<file path="src/rtl/core/mcff_pkg.sv">
// Shared types and codes for the multichannel frame FIFO.
`timescale 1ns / 1ps
`default_nettype none

package mcff_pkg;

  // Channel count register width, partial-frame position width and capacity width.
  localparam int unsigned ChW  = 4;
  localparam int unsigned WchW = 3;
  localparam int unsigned CapW = 13;

  typedef enum logic [1:0] {
    CMD_WRITE = 2'd0,
    CMD_READ  = 2'd1,
    CMD_CLEAR = 2'd2
  } cmd_e;

  typedef enum logic [2:0] {
    ST_WRITTEN   = 3'd0,
    ST_DROPPED   = 3'd1,
    ST_READ_DATA = 3'd2,
    ST_SILENCE   = 3'd3,
    ST_CLEARED   = 3'd4
  } status_e;

  typedef enum logic {
    CFG_CHANNELS = 1'b0,
    CFG_CAPACITY = 1'b1
  } cfg_idx_e;

  typedef enum logic [2:0] {
    S_IDLE,
    S_WRITE,
    S_READ,
    S_CLEAR,
    S_SETTLE_A,
    S_SETTLE_B
  } state_e;

  // Commands from the controller to the datapath.
  typedef struct packed {
    logic load;
    logic wr;
    logic rd;
    logic clr;
  } dp_cmd_t;

  // Status from the datapath to the controller.
  typedef struct packed {
    logic rd_last;
  } dp_status_t;

endpackage

`default_nettype wire

</file>
<file path="src/rtl/core/mcff_ctrl.sv">
// Controller state machine: sequences write, read and clear operations and the settle after a register write.
`timescale 1ns / 1ps
`default_nettype none

module mcff_ctrl (
  input  wire logic                 clk_i,
  input  wire logic                 rst_ni,
  input  wire logic                 start_i,
  input  wire logic [1:0]           cmd_i,
  input  wire logic                 cfg_we_i,
  input  wire mcff_pkg::dp_status_t dp_status_i,
  output mcff_pkg::dp_cmd_t         dp_cmd_o,
  output logic                      busy_o
);
  import mcff_pkg::*;

  state_e state_q, state_d;

  always_ff @(posedge clk_i or negedge rst_ni) begin
    if (!rst_ni) begin
      state_q <= S_IDLE;
    end else begin
      state_q <= state_d;
    end
  end

  always_comb begin
    state_d  = state_q;
    dp_cmd_o = '0;
    case (state_q)
      S_IDLE: begin
        if (start_i && !cfg_we_i) begin
          case (cmd_i)
            CMD_WRITE: begin
              dp_cmd_o.load = 1'b1;
              state_d       = S_WRITE;
            end
            CMD_READ: begin
              dp_cmd_o.load = 1'b1;
              state_d       = S_READ;
            end
            CMD_CLEAR: begin
              dp_cmd_o.load = 1'b1;
              state_d       = S_CLEAR;
            end
            default: state_d = S_IDLE;
          endcase
        end
      end
      S_WRITE: begin
        dp_cmd_o.wr = 1'b1;
        state_d     = S_IDLE;
      end
      S_READ: begin
        dp_cmd_o.rd = 1'b1;
        if (dp_status_i.rd_last) begin
          state_d = S_IDLE;
        end
      end
      S_CLEAR: begin
        dp_cmd_o.clr = 1'b1;
        state_d      = S_IDLE;
      end
      S_SETTLE_A: state_d = S_SETTLE_B;
      S_SETTLE_B: state_d = S_IDLE;
      default:    state_d = S_IDLE;
    endcase
    // hold off items until the derived ring geometry has caught up
    if (cfg_we_i) begin
      state_d = S_SETTLE_A;
    end
  end

  assign busy_o = (state_q != S_IDLE) || cfg_we_i;

endmodule

`default_nettype wire

</file>
<file path="config.mk">
export PLATFORM = sky130hd
export DESIGN_NAME = mcff_ctrl
export DESIGN_NICKNAME = d
export VERILOG_FILES = /design/src/rtl/core/mcff_pkg.sv /design/src/rtl/core/mcff_ctrl.sv
export SDC_FILE = /design/constraint.sdc
export NUM_CORES = 1
export LEC_CHECK = 0
export BUFFER_PORTS_ARGS = -buffer_cell sky130_fd_sc_hd__buf_2
export CAP_MARGIN = 20
export CORE_AREA = 2 2 39 41
export CTS_CLUSTER_DIAMETER = 200
export DETAILED_ROUTE_END_ITERATION = 8
export DIE_AREA = 0 0 41 43
export GPL_TIMING_DRIVEN = 0
export PLACE_DENSITY = 0.42
export SYNTH_ARGS = -nofsm -noshare
export SYNTH_HDL_FRONTEND = slang
export SYNTH_SLANG_ARGS = --single-unit
export TNS_END_PERCENT = 100
</file>
<file path="constraint.sdc">
create_clock -name clk_i -period 3.27 [get_ports clk_i]
set_clock_uncertainty 0.1 [all_clocks]
set_input_delay 0.654 -clock clk_i [delete_from_list [all_inputs] [get_ports clk_i]]
set_output_delay 0.654 -clock clk_i [all_outputs]
set_load 0.03 [all_outputs]
</file>
==> flow_summary.yaml <==
run_status:
  status: "finished clean"
routing:
  drt-initial-drc-count: 0
  drt_first_pass_iters: 1
  vias: 213
  drc: 0
  drt-wirelength-per-cell_um: 7.891
  detail-route-antenna-nets: 0
  routed_wl_um: 434
  routed_via_density: 3.873
synth:
  syn-num-nets: 34
  synthCells: 24
  yosys_register_bits: 3
  synth.area.mux_share: 0
  yosys.area_share.simple: 0.3611
  synth-warning-count: 0
  synth_top_family_by_area: "simple AND/OR/NAND/NOR gates"
  syn_area_sq_um: 225.2
  syn_area_per_cell_sq_um: 9.384
  synth_xor_area_frac: 0
  synth-seq-area-share: 0.3333
  yosys.area_share.adder: 0.1667
  synth_compound_area_frac: 0.1056
  ys_types: 14
die:
  num_rows: 14
  start_util: 0.1627
  die_y_um: 43
  pin_count: 12
  core_sq_um: 1384
  fp.dieW_um: 41
  die_area_sq_um: 1763
clocking:
  cts_tree: "done"
  path_clk_slew_ps: 30
  postCtsSetupBuffers: 0
  cts_hold_buf: 0
  clk_root_buffer_cell: "clkbuf_4"
  h-tree-depth: 1
  cts_sinks: 3
  numCtsBuffers: 3
  clock_latency_ps: 230
  cts-resized-gates: 0
  clock_path_buffers: 2
place:
  pre_cts_slack_ps: 1112
  post-place-cells: 51
  finalWeightedCongestion: 0.6191
  port_buffers: 11
grt:
  grt_pass1_wl_um: 793
  antenna_found_initial: 0
  track_usage: 0.06949
  overflow: 0
  grt_pass1_vias: 214
  grt_max_degree: 7
setup_path:
  timing.rr.start: "state_q[0]"
  end_kind: "output pin"
  cp.required_ps: 2520
  startpoint: "cfg_we_i"
  start_kind: "primary input"
  cp_max_fo: 3
  critical_path_arrival_ps: 1390
  critPathKind: "in2out"
power_and_ir_drop:
  p_per_area_nw_per_um2: 405.5
  finalPower_w: 0.0001324
  ir_drop_mv: 0.09620
  p_leak_nw: 0.1718
sta:
  fin_setup_tns_ps: 0
  setup_violations: 0
  tightest_slew_ps: 188.4
  rsz0062_at_grt: "no"
  period_needed_ps: 2145
  hold_viol_final: 0
  slew_violations: 0
  relSlewSlack: 0.8737
  fmax_ghz: 0.4662
  setup_slack_ps: 1125
  period_share: 0.6560
finish:
  instances_no_fill: 55
  drive_above_1_share: 0.4872
  layout-area-overhead-vs-synth_pct: 45.00
  num-nets-final: 50
  largest_reg_flops: 3
  post-route-util: 0.2360
  antenna_cells: 0
  reg_top3: "state_q: 3 flops"
  largest_register: "state_q"
worst_hold_path:
  hold_class: "in2async"
flow_run:
  drv_cap: 0
power breakdown:
group | switching [W] | total [W] | internal, W
Sequential | 0.00000470 | 0.0000453 | 0.0000406
Clock | 0.0000175 | 0.0000631 | 0.0000456
Combinational | 0.0000129 | 0.0000241 | 0.0000112
Total | 0.0000351 | 0.000132 | 0.0000974
final timing paths:
kind	slack (ps)	cells past startpoint	endpoint
min in group clk_i	490	1	state_q[2]
worst max register to register	2230	3	state_q[1]
worst max-delay path	1120	5	dp_cmd_o[3]
max in group asynchronous	2850	1	state_q[2]
worst min-delay path	120	1	state_q[1]
worst min register to register	490	1	state_q[2]
per-layer routing:
layer  global-route usage  vias up  wire, um
li1                     -      111         -
met1              0.08766       87       203
met2              0.08438       13       170
met3              0.01571        2        50
met4              0.08000        0         9
met5                    0        -         0
cell type report:
type                       instances  area, sq um
fill                             162         1057
multi-input combinational         19        142.6
sequential                         3        75.07
timing repair buffer              11        55.05
clock buffer                       4        26.28
tap                               16        20.02
inverter                           2        7.507
Yosys cell counts:
master	count	area [sq um]
o21ai_2	1	8.760
nor3b_1	1	7.510
dfrtp_1	3	75.07
nor2_1	5	18.77
o21a_1	1	7.510
nor3_2	1	10.01
ha_1	3	37.54
nor3b_2	1	12.51
a21o_1	1	7.510
nand2b_2	1	8.760
inv_1	2	7.510
nand2_1	2	7.510
nand2b_1	1	6.260
and3b_2	1	10.01
through the flow:
stage / instance area, sq um / hold slack, ps
2_1_floorplan: 225.2 / 258.4
6_report: 326.6 / 115.5
5_1_grt: 326.6 / 105.9
3_5_place_dp: 300.3 / 352.2
3_3_place_gp: 300.3 / 355.0
4_1_cts: 326.6 / 106.5
placed cells by master (no fill, tap or decap):
master / instances
clkbuf_1: 1
o21ai_2: 1
ha_1: 3
buf_2: 11
and3b_2: 1
nor3b_2: 1
nor3_2: 1
nand2b_2: 1
a21o_1: 1
nand2b_1: 1
inv_1: 2
nor2_1: 5
dfrtp_1: 3
nor3b_1: 1
clkbuf_4: 3
nand2_1: 2
o21a_1: 1
critical path: stages:
cell      delay (ps)
buf_2            120
nor3_2           220
nand2b_2         110
nor2_1           100
buf_2            200
cells by family (layout without fill, tap and decap cells):
| family | Yosys count | count (layout) |
|---|---|---|
| buffers and inverters | 2 | 17 |
| and+or+nand+nor | 13 | 13 |
| AOI/OAI and AO/OA | 3 | 3 |
| adders and majority gates | 3 | 3 |
| DFF | 3 | 3 |
Note: power is estimated with default switching activity, not from simulation.
